**src/hdl/pbba_pkg.sv**
```systemverilog
// Shared types and constants of the page block bitmap allocator.
package pbba_pkg;

    localparam int OFFSET_W = 10;
    localparam int SIZE_W   = 10;
    localparam int LIMIT_W  = 8;
    localparam int PADDR_W  = 3;
    localparam int PDATA_W  = 32;

    localparam logic [SIZE_W-1:0]  SIZE_MIN    = 10'd8;
    localparam logic [SIZE_W-1:0]  SIZE_RESET  = 10'd8;
    localparam logic [LIMIT_W-1:0] LIMIT_RESET = 8'd128;

    // Register index, taken from paddr[2].
    localparam logic REG_BLK_BYTES   = 1'b0;
    localparam logic REG_BLOCK_LIMIT = 1'b1;

    localparam logic OP_ALLOC = 1'b0;
    localparam logic OP_FREE  = 1'b1;

    typedef enum logic [1:0] {
        PS_PARTIAL = 2'd0,
        PS_FULL    = 2'd1,
        PS_EMPTY   = 2'd2
    } t_page_state;

    typedef enum logic [1:0] {
        ERR_NONE       = 2'd0,
        ERR_FULL       = 2'd1,
        ERR_MISALIGNED = 2'd2,
        ERR_DOUBLE     = 2'd3
    } t_err;

endpackage

```
**src/hdl/pbba_if.sv**
```systemverilog
// Request and response channel interfaces of the page block bitmap allocator.
interface pbba_req_if
    import pbba_pkg::*;
();
    logic                valid;
    logic                ready;
    logic                op;
    logic [OFFSET_W-1:0] byte_offset;

    modport source (output valid, output op, output byte_offset, input ready);
    modport sink   (input valid, input op, input byte_offset, output ready);
endinterface

interface pbba_rsp_if
    import pbba_pkg::*;
();
    logic                valid;
    logic                ready;
    logic                granted;
    logic [OFFSET_W-1:0] block_address;
    logic [1:0]          page_state;
    logic [1:0]          error;

    modport source (output valid, output granted, output block_address,
                    output page_state, output error, input ready);
    modport sink   (input valid, input granted, input block_address,
                    input page_state, input error, output ready);
endinterface

```
**src/hdl/page_block_bitmap_allocator.sv**
```systemverilog
// Top level: bitmap block allocator for one page, occupancy held in a row RAM.
//
// Requests arrive on i_req (op, byte_offset) and each gives exactly one
// response on o_rsp (granted, block_address, page_state, error), in order.
// The block size and block_limit are written over the APB port (byte
// addresses 0 and 4); the user must write them only while no request is
// in flight, which the block itself does not enforce; pready is always high.
// The occupancy bitmap is kept in a RAM of ROWS rows of ROW_W bits. Every
// request first runs PAGE_BYTES by the block size through a restoring
// divider, one quotient bit at a time; a free runs a second division of
// the offset. A scan then reads every row once, sets or clears the chosen
// bit in the row it belongs to and writes it back, and gathers the page
// state on the way. One request is in flight at a time. After reset the
// block zeroes every row of the RAM with i_req.ready low. The response waits
// in an output register; a stalled receiver holds the block only once the
// next result is ready, and a new request is taken while a response waits.
module page_block_bitmap_allocator
    import pbba_pkg::*;
#(
    parameter int MAX_BLOCKS = 128,
    parameter int PAGE_BYTES = 1024
) (
    input  logic               i_clk,
    input  logic               i_rst_n,
    pbba_req_if.sink           i_req,
    pbba_rsp_if.source         o_rsp,
    input  logic               psel,
    input  logic               penable,
    input  logic               pwrite,
    input  logic [PADDR_W-1:0] paddr,
    input  logic [PDATA_W-1:0] pwdata,
    output logic [PDATA_W-1:0] prdata,
    output logic               pready
);
    // MAX_BLOCKS must be a multiple of ROW_W.
    localparam int ROW_W  = (MAX_BLOCKS >= 32) ? 16 : 8;
    localparam int ROWS   = MAX_BLOCKS / ROW_W;
    localparam int ADDR_W = (ROWS > 1) ? $clog2(ROWS) : 1;
    localparam int CNT_W  = $clog2(ROWS + 1);
    localparam int ROW_SH = $clog2(ROW_W);
    localparam int POS_W  = ADDR_W + ROW_SH;
    localparam int LIM_W  = POS_W + 1;
    localparam int PB_W   = $clog2(PAGE_BYTES + 1);
    localparam int DVD_W  = (PB_W > OFFSET_W) ? PB_W : OFFSET_W;
    localparam int STEP_W = $clog2(DVD_W + 1);
    localparam int PROD_W = POS_W + SIZE_W;

    typedef enum logic [2:0] {
        ST_CLEAR,
        ST_IDLE,
        ST_DIV_LIM,
        ST_DIV_OFF,
        ST_SCAN,
        ST_MUL,
        ST_OUT
    } t_state;

    t_state              r_state;
    logic [SIZE_W-1:0]   r_blk_bytes;
    logic [LIMIT_W-1:0]  r_block_limit;

    logic                r_op;
    logic [OFFSET_W-1:0] r_offset;
    logic [SIZE_W-1:0]   r_size;
    logic [LIM_W-1:0]    r_lim;

    logic [DVD_W-1:0]    r_dvd;
    logic [SIZE_W:0]     r_rem;
    logic [STEP_W-1:0]   r_step;

    logic [CNT_W-1:0]    r_cnt;
    logic                r_pv;
    logic [ADDR_W-1:0]   r_paddr;
    logic [POS_W-1:0]    r_idx;
    logic                r_hit_ok;
    logic                r_found;
    logic                r_granted;
    logic                r_any;
    logic                r_free_below;
    t_err                r_err;
    logic [PROD_W-1:0]   r_prod;

    logic                r_out_valid;
    logic                r_out_granted;
    logic [OFFSET_W-1:0] r_out_addr;
    t_page_state         r_out_state;
    t_err                r_out_err;

    // Divider step.
    logic [SIZE_W:0]     n_rem_sh;
    logic                n_rem_ge;
    logic [SIZE_W:0]     n_rem;
    logic [DVD_W-1:0]    n_dvd;
    logic                div_last;
    logic [DVD_W-1:0]    n_lim_c;

    // Row scan.
    logic                ram_we;
    logic [ADDR_W-1:0]   ram_waddr;
    logic [ROW_W-1:0]    ram_wdata;
    logic                ram_re;
    logic [ROW_W-1:0]    ram_rdata;
    logic [ROW_W-1:0]    lmask;
    logic [ROW_W-1:0]    fm;
    logic [ROW_SH-1:0]   first_j;
    logic                alloc_take;
    logic                free_hit;
    logic                free_bit;
    logic [ROW_W-1:0]    n_row;

    logic                cfg_wr;
    logic                req_acc;
    logic [SIZE_W-1:0]   eff_size;

    assign cfg_wr   = psel && penable && pwrite;
    assign pready   = 1'b1;
    assign req_acc  = i_req.valid && i_req.ready;
    assign eff_size = (r_blk_bytes < SIZE_MIN) ? SIZE_MIN : r_blk_bytes;

    always_comb begin
        case (paddr[2])
            REG_BLK_BYTES:   prdata = {{(PDATA_W-SIZE_W){1'b0}}, r_blk_bytes};
            REG_BLOCK_LIMIT: prdata = {{(PDATA_W-LIMIT_W){1'b0}}, r_block_limit};
            default:         prdata = '0;
        endcase
    end

    assign i_req.ready         = (r_state == ST_IDLE);
    assign o_rsp.valid         = r_out_valid;
    assign o_rsp.granted       = r_out_granted;
    assign o_rsp.block_address = r_out_addr;
    assign o_rsp.page_state    = r_out_state;
    assign o_rsp.error         = r_out_err;

    // Restoring division, one quotient bit per cycle.
    assign n_rem_sh = {r_rem[SIZE_W-1:0], r_dvd[DVD_W-1]};
    assign n_rem_ge = (n_rem_sh >= {1'b0, r_size});
    assign n_rem    = n_rem_ge ? (n_rem_sh - {1'b0, r_size}) : n_rem_sh;
    assign n_dvd    = {r_dvd[DVD_W-2:0], n_rem_ge};
    assign div_last = (r_step == STEP_W'(DVD_W - 1));

    always_comb begin
        n_lim_c = {{(DVD_W-LIMIT_W){1'b0}}, r_block_limit};
        if (n_lim_c > DVD_W'(MAX_BLOCKS)) begin
            n_lim_c = DVD_W'(MAX_BLOCKS);
        end
        if (n_lim_c > n_dvd) begin
            n_lim_c = n_dvd;
        end
    end

    // Row processing on the data read in the previous cycle.
    always_comb begin
        for (int j = 0; j < ROW_W; j++) begin
            lmask[j] = ({1'b0, r_paddr, ROW_SH'(j)} < r_lim);
        end
        fm      = ~ram_rdata & lmask;
        first_j = '0;
        for (int j = ROW_W - 1; j >= 0; j--) begin
            if (fm[j]) begin
                first_j = ROW_SH'(j);
            end
        end
        alloc_take = (r_op == OP_ALLOC) && !r_found && (fm != '0);
        free_hit   = (r_op == OP_FREE) && r_hit_ok
                     && (r_idx[POS_W-1:ROW_SH] == r_paddr);
        free_bit   = ram_rdata[r_idx[ROW_SH-1:0]];
        n_row      = ram_rdata;
        if (alloc_take) begin
            n_row[first_j] = 1'b1;
        end
        if (free_hit && free_bit) begin
            n_row[r_idx[ROW_SH-1:0]] = 1'b0;
        end
    end

    always_comb begin
        ram_re    = (r_state == ST_SCAN) && (r_cnt < CNT_W'(ROWS));
        ram_we    = 1'b0;
        ram_waddr = r_paddr;
        ram_wdata = n_row;
        if (r_state == ST_CLEAR) begin
            ram_we    = 1'b1;
            ram_waddr = r_cnt[ADDR_W-1:0];
            ram_wdata = '0;
        end else if (r_state == ST_SCAN && r_pv) begin
            ram_we = alloc_take || (free_hit && free_bit);
        end
    end

    pbba_ram #(
        .WIDTH (ROW_W),
        .DEPTH (ROWS)
    ) u_occ_ram (
        .i_clk   (i_clk),
        .i_we    (ram_we),
        .i_waddr (ram_waddr),
        .i_wdata (ram_wdata),
        .i_re    (ram_re),
        .i_raddr (r_cnt[ADDR_W-1:0]),
        .o_rdata (ram_rdata)
    );

    always_ff @(posedge i_clk) begin
        if (!i_rst_n) begin
            r_state       <= ST_CLEAR;
            r_cnt         <= '0;
            r_pv          <= 1'b0;
            r_out_valid   <= 1'b0;
            r_blk_bytes   <= SIZE_RESET;
            r_block_limit <= LIMIT_RESET;
        end else begin
            if (cfg_wr) begin
                case (paddr[2])
                    REG_BLK_BYTES:   r_blk_bytes   <= pwdata[SIZE_W-1:0];
                    REG_BLOCK_LIMIT: r_block_limit <= pwdata[LIMIT_W-1:0];
                    default:         r_blk_bytes   <= r_blk_bytes;
                endcase
            end
            // The output state reloads the register itself.
            if (o_rsp.ready && r_state != ST_OUT) begin
                r_out_valid <= 1'b0;
            end

            case (r_state)
                ST_CLEAR: begin
                    r_cnt <= r_cnt + 1'b1;
                    if (r_cnt == CNT_W'(ROWS - 1)) begin
                        r_state <= ST_IDLE;
                    end
                end
                ST_IDLE: begin
                    if (req_acc) begin
                        r_op         <= i_req.op;
                        r_offset     <= i_req.byte_offset;
                        r_size       <= eff_size;
                        r_dvd        <= DVD_W'(PAGE_BYTES);
                        r_rem        <= '0;
                        r_step       <= '0;
                        r_err        <= ERR_NONE;
                        r_hit_ok     <= 1'b0;
                        r_found      <= 1'b0;
                        r_granted    <= 1'b0;
                        r_any        <= 1'b0;
                        r_free_below <= 1'b0;
                        r_state      <= ST_DIV_LIM;
                    end
                end
                ST_DIV_LIM: begin
                    if (div_last) begin
                        r_lim <= n_lim_c[LIM_W-1:0];
                        r_cnt <= '0;
                        r_pv  <= 1'b0;
                        if (r_op == OP_FREE) begin
                            r_dvd   <= {{(DVD_W-OFFSET_W){1'b0}}, r_offset};
                            r_rem   <= '0;
                            r_step  <= '0;
                            r_state <= ST_DIV_OFF;
                        end else begin
                            r_state <= ST_SCAN;
                        end
                    end else begin
                        r_dvd  <= n_dvd;
                        r_rem  <= n_rem;
                        r_step <= r_step + 1'b1;
                    end
                end
                ST_DIV_OFF: begin
                    r_dvd  <= n_dvd;
                    r_rem  <= n_rem;
                    r_step <= r_step + 1'b1;
                    if (div_last) begin
                        if (n_rem != '0) begin
                            r_err <= ERR_MISALIGNED;
                        end else if (n_dvd >= DVD_W'(MAX_BLOCKS)) begin
                            // beyond the bitmap: reads as a free block
                            r_err <= ERR_DOUBLE;
                        end else begin
                            r_idx    <= n_dvd[POS_W-1:0];
                            r_hit_ok <= 1'b1;
                        end
                        r_state <= ST_SCAN;
                    end
                end
                ST_SCAN: begin
                    r_pv    <= ram_re;
                    r_paddr <= r_cnt[ADDR_W-1:0];
                    if (ram_re) begin
                        r_cnt <= r_cnt + 1'b1;
                    end
                    if (r_pv) begin
                        r_any        <= r_any || (n_row != '0);
                        r_free_below <= r_free_below || ((~n_row & lmask) != '0);
                        if (alloc_take) begin
                            r_found   <= 1'b1;
                            r_granted <= 1'b1;
                            r_idx     <= {r_paddr, first_j};
                        end
                        if (free_hit) begin
                            if (free_bit) begin
                                r_granted <= 1'b1;
                            end else begin
                                r_err <= ERR_DOUBLE;
                            end
                        end
                        if (!ram_re) begin
                            r_state <= ST_MUL;
                        end
                    end
                end
                ST_MUL: begin
                    r_prod <= {{SIZE_W{1'b0}}, r_idx} * {{POS_W{1'b0}}, r_size};
                    if (r_op == OP_ALLOC && !r_found) begin
                        r_err <= ERR_FULL;
                    end
                    r_state <= ST_OUT;
                end
                ST_OUT: begin
                    if (!r_out_valid || o_rsp.ready) begin
                        r_out_valid   <= 1'b1;
                        r_out_granted <= r_granted;
                        r_out_addr    <= (r_op == OP_ALLOC && r_found)
                                         ? r_prod[OFFSET_W-1:0] : '0;
                        r_out_state   <= !r_any ? PS_EMPTY
                                         : (r_free_below ? PS_PARTIAL : PS_FULL);
                        r_out_err     <= r_err;
                        r_state       <= ST_IDLE;
                    end
                end
                default: begin
                    r_state <= ST_IDLE;
                end
            endcase
        end
    end

    a_grant_no_error: assert property (@(posedge i_clk) disable iff (!i_rst_n)
        (o_rsp.valid && o_rsp.granted) |-> (o_rsp.error == ERR_NONE))
        else $error("granted response carries an error code");

    a_addr_zero_on_reject: assert property (@(posedge i_clk) disable iff (!i_rst_n)
        (o_rsp.valid && !o_rsp.granted) |-> (o_rsp.block_address == '0))
        else $error("rejected response carries a block address");

    a_full_not_partial: assert property (@(posedge i_clk) disable iff (!i_rst_n)
        (o_rsp.valid && o_rsp.error == ERR_FULL) |-> (o_rsp.page_state != PS_PARTIAL))
        else $error("page full error with a partial page");

    a_ram_no_overlap: assert property (@(posedge i_clk) disable iff (!i_rst_n)
        (ram_we && ram_re) |-> (ram_waddr != r_cnt[ADDR_W-1:0]))
        else $error("row written and read in the same cycle");

    a_accept_starts_div: assert property (@(posedge i_clk) disable iff (!i_rst_n)
        req_acc |=> (r_state == ST_DIV_LIM))
        else $error("accepted request did not start the divider");
endmodule

```
**src/hdl/pbba_ram.sv**
```systemverilog
// Generic simple dual-port RAM with registered read.
module pbba_ram #(
    parameter int WIDTH = 16,
    parameter int DEPTH = 8,
    localparam int AW   = (DEPTH > 1) ? $clog2(DEPTH) : 1
) (
    input  logic             i_clk,
    input  logic             i_we,
    input  logic [AW-1:0]    i_waddr,
    input  logic [WIDTH-1:0] i_wdata,
    input  logic             i_re,
    input  logic [AW-1:0]    i_raddr,
    output logic [WIDTH-1:0] o_rdata
);
    logic [WIDTH-1:0] mem [DEPTH];
    logic [WIDTH-1:0] r_rdata;

    always_ff @(posedge i_clk) begin
        if (i_we) begin
            mem[i_waddr] <= i_wdata;
        end
        if (i_re) begin
            r_rdata <= mem[i_raddr];
        end
    end

    assign o_rdata = r_rdata;
endmodule

```
**src/flat_wrapper.sv**
```systemverilog
// flat-port wrapper written by rule: the top's interface ports become plain ports
module page_block_bitmap_allocator_flat import pbba_pkg::*;
#(
    parameter int MAX_BLOCKS = 128,
    parameter int PAGE_BYTES = 1024
)
  (i_clk, i_rst_n, psel, penable, pwrite, paddr, pwdata, prdata, pready, i_req_valid, i_req_op, i_req_byte_offset, i_req_ready, o_rsp_valid, o_rsp_granted, o_rsp_block_address, o_rsp_page_state, o_rsp_error, o_rsp_ready);
  pbba_req_if i_req_i ();
  pbba_rsp_if o_rsp_i ();
  input  logic i_clk;
  input  logic i_rst_n;
  input  logic psel;
  input  logic penable;
  input  logic pwrite;
  input  logic [PADDR_W-1:0] paddr;
  input  logic [PDATA_W-1:0] pwdata;
  output logic [PDATA_W-1:0] prdata;
  output logic pready;
  input wire logic [$bits(i_req_i.valid)-1:0] i_req_valid;
  input wire logic [$bits(i_req_i.op)-1:0] i_req_op;
  input wire logic [$bits(i_req_i.byte_offset)-1:0] i_req_byte_offset;
  output wire logic [$bits(i_req_i.ready)-1:0] i_req_ready;
  output wire logic [$bits(o_rsp_i.valid)-1:0] o_rsp_valid;
  output wire logic [$bits(o_rsp_i.granted)-1:0] o_rsp_granted;
  output wire logic [$bits(o_rsp_i.block_address)-1:0] o_rsp_block_address;
  output wire logic [$bits(o_rsp_i.page_state)-1:0] o_rsp_page_state;
  output wire logic [$bits(o_rsp_i.error)-1:0] o_rsp_error;
  input wire logic [$bits(o_rsp_i.ready)-1:0] o_rsp_ready;
  assign i_req_i.valid = i_req_valid;
  assign i_req_i.op = i_req_op;
  assign i_req_i.byte_offset = i_req_byte_offset;
  assign i_req_ready = i_req_i.ready;
  assign o_rsp_valid = o_rsp_i.valid;
  assign o_rsp_granted = o_rsp_i.granted;
  assign o_rsp_block_address = o_rsp_i.block_address;
  assign o_rsp_page_state = o_rsp_i.page_state;
  assign o_rsp_error = o_rsp_i.error;
  assign o_rsp_i.ready = o_rsp_ready;
  page_block_bitmap_allocator #(.MAX_BLOCKS(MAX_BLOCKS), .PAGE_BYTES(PAGE_BYTES)) u_core (.i_clk(i_clk), .i_rst_n(i_rst_n), .i_req(i_req_i), .o_rsp(o_rsp_i), .psel(psel), .penable(penable), .pwrite(pwrite), .paddr(paddr), .pwdata(pwdata), .prdata(prdata), .pready(pready));
endmodule
```
**config.mk**
```make
export PLATFORM = sky130hd
export DESIGN_NAME = page_block_bitmap_allocator_flat
export DESIGN_NICKNAME = d
export VERILOG_FILES = /design/src/hdl/pbba_pkg.sv /design/src/hdl/pbba_if.sv /design/src/hdl/page_block_bitmap_allocator.sv /design/src/hdl/pbba_ram.sv /design/src/flat_wrapper.sv
export SDC_FILE = /design/constraint.sdc
export NUM_CORES = 1
export LEC_CHECK = 0
export ABC_AREA = 1
export BUFFER_PORTS_ARGS = -buffer_cell sky130_fd_sc_hd__buf_2
export CAP_MARGIN = 20
export CORE_ASPECT_RATIO = 0.7
export CORE_MARGIN = 2
export CORE_UTILIZATION = 65
export DETAILED_ROUTE_END_ITERATION = 8
export PLACE_DENSITY = 0.85
export SKIP_LAST_GASP = 1
export SYNTH_ARGS = -nofsm -noshare
export SYNTH_HDL_FRONTEND = slang
export SYNTH_SLANG_ARGS = --single-unit
```
**constraint.sdc**
```tcl
create_clock -name i_clk -period 10.3 [get_ports i_clk]
set_input_delay 1.545 -clock i_clk [delete_from_list [all_inputs] [get_ports i_clk]]
set_output_delay 1.545 -clock i_clk [all_outputs]
set_load 0.005 [all_outputs]
```
==> flow_summary.rst <==
.. list-table::
   :header-rows: 1

   * - Metric
     - Value
   * - Post-Synthesis Cells
     - 1502
   * - Max Transition Viols Final
     - 0
   * - Peak VDD IR
     - about 170 µV
   * - Synth top area cells
     - sky130_fd_sc_hd__edfxtp_1, sky130_fd_sc_hd__nand2_1, sky130_fd_sc_hd__nor2_1
   * - Design area
     - between 0.015 and 0.02 mm²
   * - Root buffer cell
     - sky130_fd_sc_hd__clkbuf_16
   * - Dominant register cell in the synthesized netlist
     - sky130_fd_sc_hd__edfxtp_1
   * - First-pass GRT wire length
     - 55300 µm
   * - Class of the tightest hold or removal check
     - reg2reg
   * - Hold violation count in the final report
     - 0
   * - Power per standard cell area
     - approximately 250 mW/mm²
   * - RR Startpoint
     - u_core.r_size[2]$_SDFFCE_PN0P_
   * - Minimum hold slack
     - 0.437 ns
   * - Average size of a mapped cell
     - 9.35 µm²
   * - Unique masters post-synth
     - 51
   * - Total number of nets in the final design
     - ~1700
   * - Worst Setup SP
     - u_core.r_size[2]$_SDFFCE_PN0P_
   * - Register bit count reported by yosys
     - 267
   * - Total grt overflow
     - 0
   * - Final setup viols
     - 0
   * - Maximum number of pins on one net before global-route repair
     - 68
   * - Detailed placement HPWL
     - about 25000 µm
   * - Hold buffers post-CTS
     - 0
   * - Most used cells in the layout excluding fill and tap cells
     - sky130_fd_sc_hd__nand2_1, sky130_fd_sc_hd__edfxtp_1, sky130_fd_sc_hd__nor2_1, sky130_fd_sc_hd__inv_1, sky130_fd_sc_hd__o21ai_0
   * - Total routed wirelength
     - 35300 µm
   * - Average detailed-routed wire length per instance
     - between 15 and 20 µm
   * - Status
     - completed
   * - Area delta synth->final
     - 9.00%
   * - Iteration-0 DRC Markers
     - around 1400
   * - # fillers
     - around 1500
   * - Worst Max-Slew Pin Slew
     - 1.09 ns
   * - Die width
     - around 180 µm
   * - Initial cell density of the core
     - between 60% and 70%
   * - Number of buffers created by CTS
     - 26
   * - Type of destination of the critical path
     - flip-flop
   * - I/O pin count
     - 103
   * - Min Clock Period, post-route
     - 4.74 ns
   * - Maximum clock insertion buffer count
     - 3
   * - Ant. Diodes
     - 0
   * - Sinks on the clock net
     - 267
   * - Number of global-route vias before repair
     - 10200
   * - Antenna Nets Post-Route
     - 0
   * - Flip-flop and latch area
     - 0.00775 mm²
   * - Die extent in y
     - 127 µm
   * - Portion of the post-synthesis area used by sequential elements
     - 55.1%
   * - Ys Warns
     - 0
   * - Standard-cell row count
     - 44
   * - CP Class
     - reg2reg
   * - Global placer's final weighted congestion
     - between 1 and 1.5
   * - Number of antenna violations at the first check in global routing
     - 0
   * - GRT Total Usage
     - 31.3%
   * - Launch instance of the worst min-delay path
     - u_core.r_blk_bytes[5]$_SDFFE_PN0P_
   * - Count of vias placed by the detailed router
     - 10800
   * - Commonest non-fill, non-tap cell in the layout
     - sky130_fd_sc_hd__nand2_1
   * - Die Footprint
     - 0.0228 mm²
   * - Number of gates given a new drive strength after cts
     - 0
   * - Sum Neg Setup Slack
     - 0 ns
   * - Area post-placement
     - 0.0145 mm²
   * - Via count normalized by instance count
     - about 5.9
   * - Synth async-reset ratio
     - 0%
   * - Final routed DRC violation total
     - 0
   * - Iteration count of the initial detailed-routing pass
     - 5
   * - Area of the core
     - 0.0210 mm²
   * - Leak pwr
     - 6.45 nW
   * - Skew final
     - about 0.014 ns
   * - Count of port buffers added during placement
     - 55
   * - Number of enable-type register cells in the synthesized netlist
     - 240
   * - CP required
     - 10.46 ns
   * - Synth top area share
     - 51.3%
   * - Clock-pin slew of the registers on the worst-case setup and hold paths
     - 0.06 ns
   * - Max Clk Rate
     - 211 MHz
   * - CTS tree
     - built
   * - Yosys top cell by area
     - sky130_fd_sc_hd__edfxtp_1
   * - Data arrival time of the critical path
     - 4.90 ns
   * - Startpoint types
     - flip-flop
   * - Setup repair bufs after CTS
     - 0
   * - Share of cells above drive strength 1
     - 9.27%
   * - Max Fanout on Critical Path
     - 20
   * - Portion of the clock cycle consumed by the worst path in the final layout
     - a little under half
   * - Area of the multi-input gates
     - 0.00526 mm²
   * - Max H-tree Level
     - 1
   * - Summed instance area of the synthesized netlist
     - 0.0140 mm²
   * - Setup repair after global routing missed its margin
     - false
   * - Clock Latency Late Sink
     - ~0.54 ns
   * - Relative slew margins
     - a little over a quarter
   * - Max Cap Viol
     - 0
flip-flops by register name, indices dropped and copies added, names as in the netlist, 8 cells and up:
name,cells
u_core.u_occ_ram.mem,128
u_core.u_occ_ram.o_rdata,16
u_core.r_dvd,11
u_core.o_rsp.block_address,10
u_core.r_blk_bytes,10
u_core.r_offset,10
u_core.r_prod,10
u_core.r_rem,10
u_core.r_size,10
u_core.r_block_limit,8
u_core.r_lim,8
per-stage QoR:
stage | power (mW) | cells | setup slack, ns | util, %
finish | 3.83 | 1841 | 5.56 | 73.0
global route | 4.05 | 1841 | 5.10 | 73.0
CTS | 3.82 | 1841 | 5.69 | 73.0
detailed placement | 2.92 | 1793 | 5.74 | 69.2
global placement | 2.85 | 1793 | 5.86 | 69.2
floorplan | 2.54 | 1523 | 6.24 | -
path summary, 6_finish.rpt:
check | end | slack, ns | cells past startpoint
worst max-delay path | u_core.r_idx[3]$_DFFE_PP_ | 5.56 | 18
worst min-delay path | u_core.r_size[5]$_SDFFCE_PN0P_ | 0.44 | 0
worst max register to register | u_core.r_idx[3]$_DFFE_PP_ | 5.56 | 18
worst min register to register | u_core.r_size[5]$_SDFFCE_PN0P_ | 0.44 | 0
cell families (layout without fill, tap and decap cells):
kind of cell	Yosys count	in the layout	synth area share (%)
flip-flops	267	267	55.1
other	2	23	0.0535
XOR/XNOR	29	29	1.81
buffers and inverters	279	321	8.11
adder cells (fa/ha/maj)	66	66	7.11
AND/OR/NAND/NOR	602	602	17.7
AO/OA/AOI/OAI	257	257	10.1
power breakdown:
part	internal [mW]	switching (mW)	leakage, nW
clock network	0.493	0.404	0.374
registers	1.58	0.116	2.45
logic	0.381	0.859	3.63
total	2.45	1.38	6.45
critical path, stage by stage (launching register included):
cell	delay [ns]
sky130_fd_sc_hd__edfxtp_1	0.57
sky130_fd_sc_hd__inv_1	0.09
sky130_fd_sc_hd__ha_1	0.36
sky130_fd_sc_hd__nand2_1	0.09
sky130_fd_sc_hd__o21ai_1	0.26
sky130_fd_sc_hd__nand2_1	0.11
sky130_fd_sc_hd__o211ai_1	0.15
sky130_fd_sc_hd__a21oi_1	0.10
sky130_fd_sc_hd__o21ai_1	0.19
sky130_fd_sc_hd__nand2_1	0.10
sky130_fd_sc_hd__nand2_1	0.55
sky130_fd_sc_hd__inv_1	0.24
sky130_fd_sc_hd__nand2_1	0.12
sky130_fd_sc_hd__nand2_1	0.05
sky130_fd_sc_hd__inv_1	0.08
sky130_fd_sc_hd__nand4_1	0.10
sky130_fd_sc_hd__nor3_2	0.29
sky130_fd_sc_hd__o21ai_1	0.15
sky130_fd_sc_hd__nor4b_2	0.75
cells in the mapped netlist, types with 4 or more instances:
cell / count
sky130_fd_sc_hd__nand2_1: 266
sky130_fd_sc_hd__edfxtp_1: 240
sky130_fd_sc_hd__nor2_1: 239
sky130_fd_sc_hd__inv_1: 194
sky130_fd_sc_hd__o21ai_0: 142
sky130_fd_sc_hd__clkbuf_1: 52
sky130_fd_sc_hd__a21oi_1: 47
sky130_fd_sc_hd__ha_1: 43
sky130_fd_sc_hd__nand3_1: 43
sky130_fd_sc_hd__dfxtp_1: 27
sky130_fd_sc_hd__buf_4: 24
sky130_fd_sc_hd__fa_1: 23
sky130_fd_sc_hd__a31oi_1: 21
sky130_fd_sc_hd__o22ai_1: 20
sky130_fd_sc_hd__xor2_1: 18
sky130_fd_sc_hd__nand4_1: 16
sky130_fd_sc_hd__nand2_2: 11
sky130_fd_sc_hd__xnor2_1: 11
sky130_fd_sc_hd__o21ai_1: 8
sky130_fd_sc_hd__nor3_1: 7
sky130_fd_sc_hd__nor4_1: 5
sky130_fd_sc_hd__inv_2: 4
metal layers:
| layer | vias up | share of wire (%) | track usage, % |
|---|---|---|---|
| met5 | - | 0 | 0 |
| met4 | 0 | 1.9 | 7.84 |
| met3 | 64 | 12 | 7.53 |
| met2 | 622 | 42 | 45.8 |
| met1 | 5053 | 44 | 47.7 |
| li1 | 5036 | - | - |
final cells by class:
class / count / area share (%)
clock inverter: 15 / 0.776
sequential: 267 / 50.6
inverter: 200 / 4.90
multi-input combinational: 977 / 34.4
clock buffer: 33 / 4.42
timing repair buffer: 73 / 2.68
tap: 276 / 2.26
No activity file was read; power rests on OpenSTA's default activity.
